**config.mk**
```make
export PLATFORM = sky130hd
export DESIGN_NAME = clock_buffer_pool_manager_top
export DESIGN_NICKNAME = d
export VERILOG_FILES = /design/src/sv/cbpm_pkg.sv /design/src/sv/clock_buffer_pool_manager_top.sv /design/src/sv/cbpm_datapath.sv /design/src/sv/cbpm_ctrl.sv
export VERILOG_INCLUDE_DIRS = /design/src /design/src/sv
export SDC_FILE = /design/constraint.sdc
export NUM_CORES = 1
export LEC_CHECK = 0
export BUFFER_PORTS_ARGS = -buffer_cell sky130_fd_sc_hd__buf_4
export CORE_MARGIN = 3
export CORE_UTILIZATION = 55
export DETAILED_ROUTE_END_ITERATION = 6
export GPL_TIMING_DRIVEN = 0
export PLACE_DENSITY_LB_ADDON = 0.12
export SYNTH_ARGS = -nofsm -noshare
export SYNTH_HDL_FRONTEND = slang
export SYNTH_HIERARCHICAL = 1
export SYNTH_SLANG_ARGS = --single-unit
export TNS_END_PERCENT = 5
```
**constraint.sdc**
```tcl
create_clock -name clock -period 11.9 [get_ports clock]
set_input_delay 2.38 -clock clock [delete_from_list [all_inputs] [get_ports clock]]
set_output_delay 2.38 -clock clock [all_outputs]
set_load 0.1 [all_outputs]
```
**src/sv/clock_buffer_pool_manager_top_defines.svh**
```systemverilog
// Assertion macros shared by the buffer pool manager files.
`ifndef CLOCK_BUFFER_POOL_MANAGER_TOP_DEFINES_SVH
`define CLOCK_BUFFER_POOL_MANAGER_TOP_DEFINES_SVH

// Implication checked at every rising clock edge outside reset.
`define CBPM_ASSERT_IMP(lbl, clk, rst, ante, cons, msg) \
   lbl: assert property (@(posedge clk) disable iff (rst) (ante) |-> (cons)) else $error(msg);

// Implication checked in the cycle after the antecedent.
`define CBPM_ASSERT_NEXT(lbl, clk, rst, ante, cons, msg) \
   lbl: assert property (@(posedge clk) disable iff (rst) (ante) |=> (cons)) else $error(msg);

`endif

```
**src/sv/cbpm_pkg.sv**
```systemverilog
package cbpm_pkg;

   localparam int DefNumFrames = 16;
   localparam int FrameIdxW    = 4;
   localparam int FileW        = 8;
   localparam int PageW        = 20;
   localparam int PinW         = 8;
   localparam int KindW        = 3;
   localparam int StatusW      = 3;
   localparam logic [PinW-1:0] PinMax = '1;

   localparam logic [KindW-1:0] KIND_READ     = 3'd0;
   localparam logic [KindW-1:0] KIND_UNPIN    = 3'd1;
   localparam logic [KindW-1:0] KIND_ALLOC    = 3'd2;
   localparam logic [KindW-1:0] KIND_DISPOSE  = 3'd3;
   localparam logic [KindW-1:0] KIND_FLUSH    = 3'd4;

   localparam logic [StatusW-1:0] ST_OK         = 3'd0;
   localparam logic [StatusW-1:0] ST_ALL_PINNED = 3'd1;
   localparam logic [StatusW-1:0] ST_NOT_FOUND  = 3'd2;
   localparam logic [StatusW-1:0] ST_NOT_PINNED = 3'd3;
   localparam logic [StatusW-1:0] ST_PAGE_PINNED = 3'd4;

   // Commands from the controller to the datapath.
   typedef struct packed {
      logic latch_req;   // capture request fields
      logic scan_clr;    // reset the scan index and the sweep count
      logic scan_step;   // move the scan index on
      logic hit_upd;     // update the matched frame on a read hit
      logic unpin_upd;   // drop one pin on the matched frame
      logic clear_match; // dispose the matched frame
      logic hand_step;   // advance the hand and visit its frame
      logic place;       // load the request into the victim frame
      logic flush_clear; // clear the frame under the scan index
      logic rsp_load;    // load the result register
      logic [StatusW-1:0] rsp_status;
      logic rsp_frame;   // result carries a frame index
      logic rsp_hit;
      logic rsp_load_needed;
      logic rsp_wb;      // result carries write-back tags
      logic rsp_wb_scan; // write-back tags come from the scan frame
      logic rsp_last;
   } cbpm_cmd_type;

   // Status from the datapath to the controller.
   typedef struct packed {
      logic [KindW-1:0] kind;
      logic scan_match;  // scan frame valid and both tags equal
      logic file_match;  // scan frame valid and file tag equal
      logic scan_pinned;
      logic scan_dirty;
      logic scan_pin_zero;
      logic scan_last;   // scan index at the final frame
      logic hand_take;   // frame after the hand is a victim
      logic sweep_done;  // two passes used up
   } cbpm_stat_type;

endpackage

```
**src/sv/clock_buffer_pool_manager_top.sv**
```systemverilog
// Channel  Handshake              Payload
// req      req_valid/req_ready    req_kind, req_file_id, req_page_no, req_dirty_flag
// rsp      rsp_valid/rsp_ready    rsp_status ... rsp_last (one or more items per request)
//
// One request at a time. Unpin and dispose scan the frames for a match; a
// read miss then sweeps the clock hand, one frame visited per cycle, for up
// to two passes and places the request in the victim frame, and an
// allocate skips the lookup and goes straight to the sweep.
// Flush visits one frame per cycle, stops to report a dirty frame, ends on a pinned one; results wait for rsp_ready.
// Synchronous active-high reset clears every frame's valid, dirty, ref and
// pin state and sets the hand to the last frame; no clearing pass is needed.
module clock_buffer_pool_manager_top
   import cbpm_pkg::*;
#(
   parameter int NUM_FRAMES = DefNumFrames
) (
   input  logic                 clock,
   input  logic                 reset,
   input  logic                 req_valid,
   output logic                 req_ready,
   input  logic [KindW-1:0]     req_kind,
   input  logic [FileW-1:0]     req_file_id,
   input  logic [PageW-1:0]     req_page_no,
   input  logic                 req_dirty_flag,
   output logic                 rsp_valid,
   input  logic                 rsp_ready,
   output logic [StatusW-1:0]   rsp_status,
   output logic [FrameIdxW-1:0] rsp_frame_index,
   output logic                 rsp_hit,
   output logic                 rsp_load_needed,
   output logic                 rsp_writeback_valid,
   output logic [FileW-1:0]     rsp_writeback_file,
   output logic [PageW-1:0]     rsp_writeback_page,
   output logic                 rsp_last
);

   cbpm_cmd_type  cmd;
   cbpm_stat_type stat;

   cbpm_ctrl u_ctrl (
      .clock     (clock),
      .reset     (reset),
      .req_valid (req_valid),
      .req_ready (req_ready),
      .rsp_valid (rsp_valid),
      .rsp_ready (rsp_ready),
      .stat      (stat),
      .cmd       (cmd)
   );

   cbpm_datapath #(.NUM_FRAMES(NUM_FRAMES)) u_dp (
      .clock               (clock),
      .reset               (reset),
      .cmd                 (cmd),
      .stat                (stat),
      .req_kind            (req_kind),
      .req_file_id         (req_file_id),
      .req_page_no         (req_page_no),
      .req_dirty_flag      (req_dirty_flag),
      .rsp_status          (rsp_status),
      .rsp_frame_index     (rsp_frame_index),
      .rsp_hit             (rsp_hit),
      .rsp_load_needed     (rsp_load_needed),
      .rsp_writeback_valid (rsp_writeback_valid),
      .rsp_writeback_file  (rsp_writeback_file),
      .rsp_writeback_page  (rsp_writeback_page),
      .rsp_last            (rsp_last)
   );

endmodule

```
**src/sv/cbpm_datapath.sv**
```systemverilog
`include "clock_buffer_pool_manager_top_defines.svh"

module cbpm_datapath
   import cbpm_pkg::*;
#(
   parameter int NUM_FRAMES = DefNumFrames
) (
   input  logic                 clock,
   input  logic                 reset,
   input  cbpm_cmd_type         cmd,
   output cbpm_stat_type        stat,
   input  logic [KindW-1:0]     req_kind,
   input  logic [FileW-1:0]     req_file_id,
   input  logic [PageW-1:0]     req_page_no,
   input  logic                 req_dirty_flag,
   output logic [StatusW-1:0]   rsp_status,
   output logic [FrameIdxW-1:0] rsp_frame_index,
   output logic                 rsp_hit,
   output logic                 rsp_load_needed,
   output logic                 rsp_writeback_valid,
   output logic [FileW-1:0]     rsp_writeback_file,
   output logic [PageW-1:0]     rsp_writeback_page,
   output logic                 rsp_last
);

   localparam int IdxW = $clog2(NUM_FRAMES);
   localparam int CntW = $clog2(2 * NUM_FRAMES + 1);
   localparam logic [IdxW-1:0] LastIdx = IdxW'(NUM_FRAMES - 1);
   localparam logic [CntW-1:0] SweepMax = CntW'(2 * NUM_FRAMES);

   logic [NUM_FRAMES-1:0] valid_ff, dirty_ff, ref_ff;
   logic [PinW-1:0]       pins_ff [NUM_FRAMES];
   logic [FileW-1:0]      file_ff [NUM_FRAMES];
   logic [PageW-1:0]      page_ff [NUM_FRAMES];
   logic [IdxW-1:0]       hand_ff, hand_in, scan_ff, victim_ff;
   logic [CntW-1:0]       sweep_cnt_ff;
   logic [KindW-1:0]      kind_ff;
   logic [FileW-1:0]      file_id_ff;
   logic [PageW-1:0]      page_no_ff;
   logic                  dflag_ff;

   logic [StatusW-1:0]    st_ff;
   logic [FrameIdxW-1:0]  fi_ff;
   logic                  hit_ff, ld_ff, wbv_ff, last_ff;
   logic [FileW-1:0]      wbf_ff;
   logic [PageW-1:0]      wbp_ff;

   logic file_eq;

   assign hand_in = (hand_ff == LastIdx) ? '0 : hand_ff + 1'b1;
   assign file_eq = valid_ff[scan_ff] && (file_ff[scan_ff] == file_id_ff);

   always_comb begin
      stat               = '0;
      stat.kind          = kind_ff;
      stat.file_match    = file_eq;
      stat.scan_match    = file_eq && (page_ff[scan_ff] == page_no_ff);
      stat.scan_pinned   = pins_ff[scan_ff] != '0;
      stat.scan_pin_zero = pins_ff[scan_ff] == '0;
      stat.scan_dirty    = dirty_ff[scan_ff];
      stat.scan_last     = scan_ff == LastIdx;
      stat.hand_take     = !valid_ff[hand_in] ||
                           (!ref_ff[hand_in] && pins_ff[hand_in] == '0);
      stat.sweep_done    = sweep_cnt_ff == SweepMax;
   end

   always_ff @(posedge clock) begin
      if (reset) begin
         valid_ff     <= '0;
         dirty_ff     <= '0;
         ref_ff       <= '0;
         for (int i = 0; i < NUM_FRAMES; i++) pins_ff[i] <= '0;
         hand_ff      <= LastIdx;
         scan_ff      <= '0;
         sweep_cnt_ff <= '0;
      end else begin
         if (cmd.scan_clr) begin
            scan_ff      <= '0;
            sweep_cnt_ff <= '0;
         end else if (cmd.scan_step) begin
            scan_ff <= (scan_ff == LastIdx) ? '0 : scan_ff + 1'b1;
         end
         if (cmd.hit_upd) begin
            ref_ff[scan_ff] <= 1'b1;
            if (pins_ff[scan_ff] != PinMax) pins_ff[scan_ff] <= pins_ff[scan_ff] + 1'b1;
         end
         if (cmd.unpin_upd) begin
            pins_ff[scan_ff] <= pins_ff[scan_ff] - 1'b1;
            if (dflag_ff) dirty_ff[scan_ff] <= 1'b1;
         end
         if (cmd.clear_match || cmd.flush_clear) begin
            valid_ff[scan_ff] <= 1'b0;
            dirty_ff[scan_ff] <= 1'b0;
            ref_ff[scan_ff]   <= 1'b0;
            pins_ff[scan_ff]  <= '0;
         end
         if (cmd.hand_step) begin
            hand_ff      <= hand_in;
            sweep_cnt_ff <= sweep_cnt_ff + 1'b1;
            victim_ff    <= hand_in;
            if (valid_ff[hand_in] && ref_ff[hand_in]) ref_ff[hand_in] <= 1'b0;
         end
         if (cmd.place) begin
            valid_ff[victim_ff] <= 1'b1;
            dirty_ff[victim_ff] <= 1'b0;
            ref_ff[victim_ff]   <= 1'b1;
            pins_ff[victim_ff]  <= PinW'(1);
         end
      end
   end

   // Tags and result payload carry no reset.
   always_ff @(posedge clock) begin
      if (cmd.latch_req) begin
         kind_ff    <= req_kind;
         file_id_ff <= req_file_id;
         page_no_ff <= req_page_no;
         dflag_ff   <= req_dirty_flag;
      end
      if (cmd.place) begin
         file_ff[victim_ff] <= file_id_ff;
         page_ff[victim_ff] <= page_no_ff;
      end
      if (cmd.rsp_load) begin
         st_ff   <= cmd.rsp_status;
         hit_ff  <= cmd.rsp_hit;
         ld_ff   <= cmd.rsp_load_needed;
         last_ff <= cmd.rsp_last;
         fi_ff   <= cmd.rsp_frame ?
                    FrameIdxW'(cmd.rsp_wb_scan || cmd.rsp_hit ? scan_ff : victim_ff) : '0;
         if (cmd.rsp_wb_scan) begin
            wbv_ff <= 1'b1;
            wbf_ff <= file_ff[scan_ff];
            wbp_ff <= page_ff[scan_ff];
         end else if (cmd.rsp_wb && valid_ff[victim_ff] && dirty_ff[victim_ff]) begin
            wbv_ff <= 1'b1;
            wbf_ff <= file_ff[victim_ff];
            wbp_ff <= page_ff[victim_ff];
         end else begin
            wbv_ff <= 1'b0;
            wbf_ff <= '0;
            wbp_ff <= '0;
         end
      end
   end

   assign rsp_status          = st_ff;
   assign rsp_frame_index     = fi_ff;
   assign rsp_hit             = hit_ff;
   assign rsp_load_needed     = ld_ff;
   assign rsp_writeback_valid = wbv_ff;
   assign rsp_writeback_file  = wbf_ff;
   assign rsp_writeback_page  = wbp_ff;
   assign rsp_last            = last_ff;

   `CBPM_ASSERT_NEXT(a_place_valid, clock, reset, cmd.place, valid_ff[victim_ff] && ref_ff[victim_ff], "placed frame not valid")
   `CBPM_ASSERT_IMP(a_sweep_bound, clock, reset, cmd.hand_step, sweep_cnt_ff < SweepMax, "sweep ran past two passes")
   `CBPM_ASSERT_IMP(a_unpin_pinned, clock, reset, cmd.unpin_upd, pins_ff[scan_ff] != '0, "unpin of a frame with no pins")

endmodule

```
**src/sv/cbpm_ctrl.sv**
```systemverilog
`include "clock_buffer_pool_manager_top_defines.svh"

module cbpm_ctrl
   import cbpm_pkg::*;
(
   input  logic          clock,
   input  logic          reset,
   input  logic          req_valid,
   output logic          req_ready,
   output logic          rsp_valid,
   input  logic          rsp_ready,
   input  cbpm_stat_type stat,
   output cbpm_cmd_type  cmd
);

   typedef enum logic [2:0] {
      S_IDLE, S_DECODE, S_LOOKUP, S_SWEEP, S_FLUSH, S_OUT
   } state_type;

   state_type state_ff, state_in;
   logic      rsp_valid_ff, rsp_valid_in;
   logic      out_last_ff, out_last_in;  // whether the waiting result ends the item
   logic      rsp_take;

   assign rsp_take  = rsp_valid_ff && rsp_ready;
   assign req_ready = (state_ff == S_IDLE);
   assign rsp_valid = rsp_valid_ff;

   always_comb begin
      cmd          = '0;
      state_in     = state_ff;
      rsp_valid_in = rsp_take ? 1'b0 : rsp_valid_ff;
      out_last_in  = out_last_ff;
      case (state_ff)
         S_IDLE: begin
            if (req_valid) begin
               cmd.latch_req = 1'b1;
               state_in      = S_DECODE;
            end
         end
         S_DECODE: begin
            cmd.scan_clr = 1'b1;
            case (stat.kind)
               KIND_READ, KIND_UNPIN, KIND_DISPOSE: state_in = S_LOOKUP;
               KIND_ALLOC:                          state_in = S_SWEEP;
               KIND_FLUSH:                          state_in = S_FLUSH;
               default:                             state_in = S_IDLE;
            endcase
         end
         S_LOOKUP: begin
            cmd.rsp_last = 1'b1;
            if (stat.scan_match) begin
               cmd.rsp_load = 1'b1;
               state_in     = S_OUT;
               out_last_in  = 1'b1;
               rsp_valid_in = 1'b1;
               case (stat.kind)
                  KIND_READ: begin
                     cmd.hit_upd   = 1'b1;
                     cmd.rsp_hit   = 1'b1;
                     cmd.rsp_frame = 1'b1;
                  end
                  KIND_UNPIN: begin
                     if (stat.scan_pin_zero) cmd.rsp_status = ST_NOT_PINNED;
                     else cmd.unpin_upd = 1'b1;
                  end
                  default: cmd.clear_match = 1'b1;
               endcase
            end else if (stat.scan_last) begin
               if (stat.kind == KIND_READ) begin
                  state_in = S_SWEEP;
               end else begin
                  cmd.rsp_load = 1'b1;
                  if (stat.kind == KIND_UNPIN) cmd.rsp_status = ST_NOT_FOUND;
                  state_in     = S_OUT;
                  out_last_in  = 1'b1;
                  rsp_valid_in = 1'b1;
               end
            end else begin
               cmd.scan_step = 1'b1;
            end
         end
         S_SWEEP: begin
            // The victim register is written by the step that finds it, so the
            // frame is loaded in the output state on the following cycle.
            cmd.rsp_last = 1'b1;
            if (stat.sweep_done) begin
               cmd.rsp_load   = 1'b1;
               cmd.rsp_status = ST_ALL_PINNED;
               state_in       = S_OUT;
               out_last_in    = 1'b1;
               rsp_valid_in   = 1'b1;
            end else begin
               cmd.hand_step = 1'b1;
               if (stat.hand_take) state_in = S_OUT;
            end
            if (stat.hand_take && !stat.sweep_done) begin
               out_last_in  = 1'b1;
               rsp_valid_in = 1'b0;
            end
         end
         S_FLUSH: begin
            if (stat.file_match && stat.scan_pinned) begin
               cmd.rsp_load   = 1'b1;
               cmd.rsp_status = ST_PAGE_PINNED;
               cmd.rsp_last   = 1'b1;
               state_in       = S_OUT;
               out_last_in    = 1'b1;
               rsp_valid_in   = 1'b1;
            end else if (stat.file_match && stat.scan_dirty) begin
               cmd.rsp_load    = 1'b1;
               cmd.rsp_frame   = 1'b1;
               cmd.rsp_wb_scan = 1'b1;
               cmd.flush_clear = 1'b1;
               state_in        = S_OUT;
               out_last_in     = 1'b0;
               rsp_valid_in    = 1'b1;
            end else begin
               if (stat.file_match) cmd.flush_clear = 1'b1;
               if (stat.scan_last) begin
                  cmd.rsp_load = 1'b1;
                  cmd.rsp_last = 1'b1;
                  state_in     = S_OUT;
                  out_last_in  = 1'b1;
                  rsp_valid_in = 1'b1;
               end else begin
                  cmd.scan_step = 1'b1;
               end
            end
         end
         S_OUT: begin
            if (!rsp_valid_ff) begin
               // Entered from the sweep with a victim chosen: place it now.
               cmd.rsp_load        = 1'b1;
               cmd.rsp_last        = 1'b1;
               cmd.rsp_frame       = 1'b1;
               cmd.rsp_wb          = 1'b1;
               cmd.rsp_load_needed = (stat.kind == KIND_READ);
               cmd.place           = 1'b1;
               rsp_valid_in        = 1'b1;
            end else if (rsp_take) begin
               if (out_last_ff) begin
                  state_in = S_IDLE;
               end else begin
                  // A dirty flush frame was reported and is now clear. At the
                  // final frame the scan stays put so that the walk ends there.
                  if (!stat.scan_last) cmd.scan_step = 1'b1;
                  state_in = S_FLUSH;
               end
            end
         end
         default: state_in = S_IDLE;
      endcase
   end

   always_ff @(posedge clock) begin
      if (reset) begin
         state_ff     <= S_IDLE;
         rsp_valid_ff <= 1'b0;
         out_last_ff  <= 1'b0;
      end else begin
         state_ff     <= state_in;
         rsp_valid_ff <= rsp_valid_in;
         out_last_ff  <= out_last_in;
      end
   end

   `CBPM_ASSERT_IMP(a_rsp_in_out, clock, reset, rsp_valid_ff, state_ff == S_OUT, "result shown outside output state")
   `CBPM_ASSERT_IMP(a_no_accept_busy, clock, reset, req_ready, !rsp_valid_ff, "ready while a result waits")
   `CBPM_ASSERT_NEXT(a_accept_decode, clock, reset, req_valid && req_ready, state_ff == S_DECODE, "accepted item not decoded")

endmodule
```
==> metrics.log <==
[metrics] status: finished, final reports clean
[metrics] Hold Crit Class: register to register
[metrics] drt drc: 0
[metrics] Leakage: 0.0131 uW
[metrics] antenna violations before repair: 0
[metrics] number of max-slew violations in the final report: 0
[metrics] Critical Path Sink Type: register
[metrics] final weighted congestion in routability-driven placement: 0.968
[metrics] setup TNS: 0 ns
[metrics] pin count of the biggest net entering global routing: 27
[metrics] arrival time reported for the critical path endpoint: 10.07 ns
[metrics] first drt pass iteration count: 5
[metrics] slowest cell delay on critical path: 0.76 ns
[metrics] required time at the worst-slack endpoint: about 12 ns
[metrics] post-CTS resize count: 0
[metrics] share of the yosys chip area belonging to registers: between 50% and 60%
[metrics] Iter 0 DRT Violations: 3073
[metrics] max-cap violation count: 0
[metrics] postcts setup bufs: 0
[metrics] DIE WIDTH: 255 um
[metrics] combined area of all synthesized cells: 34100 um2
[metrics] H-Tree Level Count: 3
[metrics] fraction of layout cells with a size suffix above 1: 25.8%
[metrics] ANT nets after route: 0
[metrics] worst vdd rail ir drop: approximately 0.11 mV
[metrics] EDFF count, synth: 523
[metrics] sequence of cells on the critical path: buf_2 > buf_4 > buf_2 > clkbuf_1 > clkbuf_1 > mux4_2 > mux4_2 > xnor2_1 > nand4_1 > nor3_2 > nand3b_1 > nor3_1 > nor2b_1 > ha_1 > nand2_1 > or3_1 > nand3_1 > o31ai_1 > mux2i_1 > clkbuf_1 > mux2i_1 > nor2_1
[metrics] critical path fanouts, max: 10
[metrics] power per cell area: 167 nW/um2
[metrics] maximum clock frequency: 0.105 GHz
[metrics] number of buffers added to fix hold violations after cts: 0
[metrics] remaining global-route overflow: 0
[metrics] first-pass GRT wire length: 151000 um
[metrics] Max-Slew Margin vs Limit: between 2 and 3%
[metrics] sort of element at the start of the critical path: register
[metrics] Via Count: about 23000
[metrics] flip-flop and latch count after synthesis: 726
[metrics] global-route usage over all layers: 32.3%
[metrics] total power: approximately 6500 uW
[metrics] clock root buffer: clkbuf_16
[metrics] Yosys warning total: 6
[metrics] number of setup violations in the final report: 0
[metrics] number of nets at the end of the flow: 2461
[metrics] category of the most critical setup path: register to register
[metrics] FP Rows: 90
[metrics] Non-Filler Cell Area, Final: 38800 um2
[metrics] number of global-route vias before repair: 22800
[metrics] estimated wirelength of the detail-placed design: about 70000 um
[metrics] filler cell count: about 4400
[metrics] clock sink count: between 700 and 800
[metrics] synthesis-to-finish area growth: 13.8%
[metrics] core region area: 60800 um2
[metrics] clk slew on worst S/H paths: 0.06 ns
[metrics] total clock buffers created by CTS: 77
[metrics] Bufs on Longest Clock Path: 3
[metrics] Post-synth ARST share: 0%
[metrics] Net Count, Synth: roughly 2300
[metrics] minimum clock period after layout: ~9.5 ns
[metrics] unrepaired setup endpoints after global routing: no
[metrics] slowest stage cell, crit path: nor3_1
[metrics] later-pin clock latency in the skew report: roughly 0.62 ns
[metrics] number of top-level pins: 77
[metrics] cell count after synthesis: 2218
[metrics] share of the clock period used by the worst path after layout: between 70% and 80%
[metrics] post-DR wirelength/cell: ~32 um
[metrics] vias per cell: 6.99
[metrics] clk_skew: 0.0238 ns
[metrics] transition time of the tightest slew-check pin: 1.45 ns
[metrics] final-layout worst hold slack: 0.484 ns
[metrics] final wirelength: 104000 um
[metrics] critical path's top delay family: simple AND/OR/NAND/NOR gates
[metrics] Port Buffers: 76
[metrics] Hold Vio Cnt, Final: 0
[metrics] utilization after layout: 63.8%
[metrics] CP dominant cell by count: clkbuf_1
[metrics] Die Span Y: 255 um
[metrics] Post-DP Area: between 30000 and 40000 um2
[metrics] clock tree from TritonCTS: yes
[metrics] syn avg cell area: 15.4 um2
[metrics] initial standard-cell utilization of the core: 56.1%
[metrics] Buffers & Inverters on Critical Path: 6
[metrics] post-synth cell types: 71
[metrics] ys flop type: edfxtp_1
[metrics] total die area: 65000 um2
## cells by family after synthesis
kind of cell,count (synthesis),share of synthesized area (%)
buf+inv,185,2.46
mux,457,25.1
simple gates,480,6.95
compound gates,316,5.95
flops,726,58.0
fa+ha+maj,17,0.646
xor+xnor,37,0.950
## metal layers
layer | up-vias | GRT usage (%) | share of wire (%)
li1 | 9372 | - | -
met1 | 11600 | 45.9 | 39
met2 | 1554 | 49.2 | 46
met3 | 268 | 7.96 | 12
met4 | 0 | 11.9 | 3.9
met5 | - | 0 | 0
## registers in the layout (all words and copies together) (netlist names), 8 cells and up, named ones only
signal                   cells
u_dp/page_ff               320
u_dp/file_ff               128
u_dp/pins_ff               128
u_dp/page_no_ff             20
u_dp/rsp_writeback_page     20
u_dp/dirty_ff               16
u_dp/ref_ff                 16
u_dp/valid_ff               16
u_dp/file_id_ff              8
u_dp/rsp_writeback_file      8
## final timing paths
path | start | to | slack, ns | depth (start not counted)
max | register | u_dp/pins_ff[1][5]$_SDFFE_PP0P_ | 2.38 | 22
min | u_ctrl/out_last_ff$_SDFFE_PP0P_ | u_ctrl/out_last_ff$_SDFFE_PP0P_ | 0.48 | 2
max reg2reg | register | u_dp/pins_ff[1][5]$_SDFFE_PP0P_ | 2.38 | 22
min reg2reg | u_ctrl/out_last_ff$_SDFFE_PP0P_ | u_ctrl/out_last_ff$_SDFFE_PP0P_ | 0.48 | 2
## worst register-to-register path, delay by kind of cell (launching register included)
family          cells  cell delay (ns)
simple gates        9             3.13
buf+inv             6             2.85
mux                 4             1.79
compound gates      1             0.47
xor+xnor            1             0.42
fa+ha+maj           1             0.42
flops               1             0.37
## through the flow
step	std cells	worst slack, ns
6_report	3253	2.38
5_1_grt	3251	1.93
4_1_cts	3251	2.52
3_3_place_gp	3076	2.63
2_1_floorplan	2218	5.96
3_5_place_dp	3111	2.57
## area by class of cell
| class | instances | area [um2] | share of cell area [%] |
|---|---|---|---|
| sequential | 726 | 19800 | 50.9 |
| multi-input combinational | 1307 | 13600 | 35.0 |
| clock buffer | 99 | 2110 | 5.44 |
| timing repair buffer | 111 | 1130 | 2.92 |
| tap | 782 | 978 | 2.52 |
| buffer | 152 | 717 | 1.85 |
| clock inverter | 41 | 374 | 0.964 |
| inverter | 33 | 124 | 0.319 |
| antenna | 2 | 5.00 | 0.0129 |
## cells in the mapped netlist (33+ instances only)
library cell / count / area [um2]
nor3_1: 33 / 165
mux2i_1: 134 / 1340
clkbuf_1: 89 / 334
dfxtp_1: 203 / 4060
edfxtp_1: 523 / 15700
o21ai_0: 70 / 350
a21oi_1: 99 / 495
nand2_1: 91 / 342
mux4_2: 317 / 7140
nor4_1: 39 / 244
nand3_1: 46 / 230
nor2_1: 170 / 638
## layout by cell type (no fill, tap or decap), types with 13 or more instances in the layout
| master | netlist | layout |
|---|---|---|
| a21oi_1 | 99 | 99 |
| a221oi_1 | 13 | 13 |
| a22o_1 | 28 | 28 |
| and2_1 | 14 | 13 |
| buf_1 | 25 | 25 |
| buf_12 | 0 | 14 |
| buf_2 | 16 | 16 |
| buf_4 | 10 | 87 |
| buf_6 | 10 | 23 |
| clkbuf_1 | 89 | 103 |
| clkbuf_16 | 0 | 80 |
| clkinv_2 | 0 | 13 |
| dfxtp_1 | 203 | 203 |
| edfxtp_1 | 523 | 523 |
| ha_1 | 16 | 16 |
| inv_1 | 32 | 32 |
| mux2i_1 | 134 | 134 |
| mux4_2 | 317 | 317 |
| nand2_1 | 91 | 90 |
| nand3_1 | 46 | 46 |
| nand3_2 | 14 | 14 |
| nor2_1 | 170 | 158 |
| nor3_1 | 33 | 29 |
| nor4_1 | 39 | 39 |
| o2111ai_1 | 18 | 18 |
| o21ai_0 | 70 | 70 |
| o22ai_1 | 17 | 17 |
| or4_1 | 16 | 16 |
| xnor2_1 | 18 | 18 |
| xor2_1 | 19 | 19 |
## report_power, final
part	leakage, uW	switching (uW)	internal, uW
Combinational	0.00553	635	452
Clock	0.00120	997	1370
Sequential	0.00638	138	2890
Total	0.0131	1770	4710
Note: power is estimated with default switching activity, not from simulation.
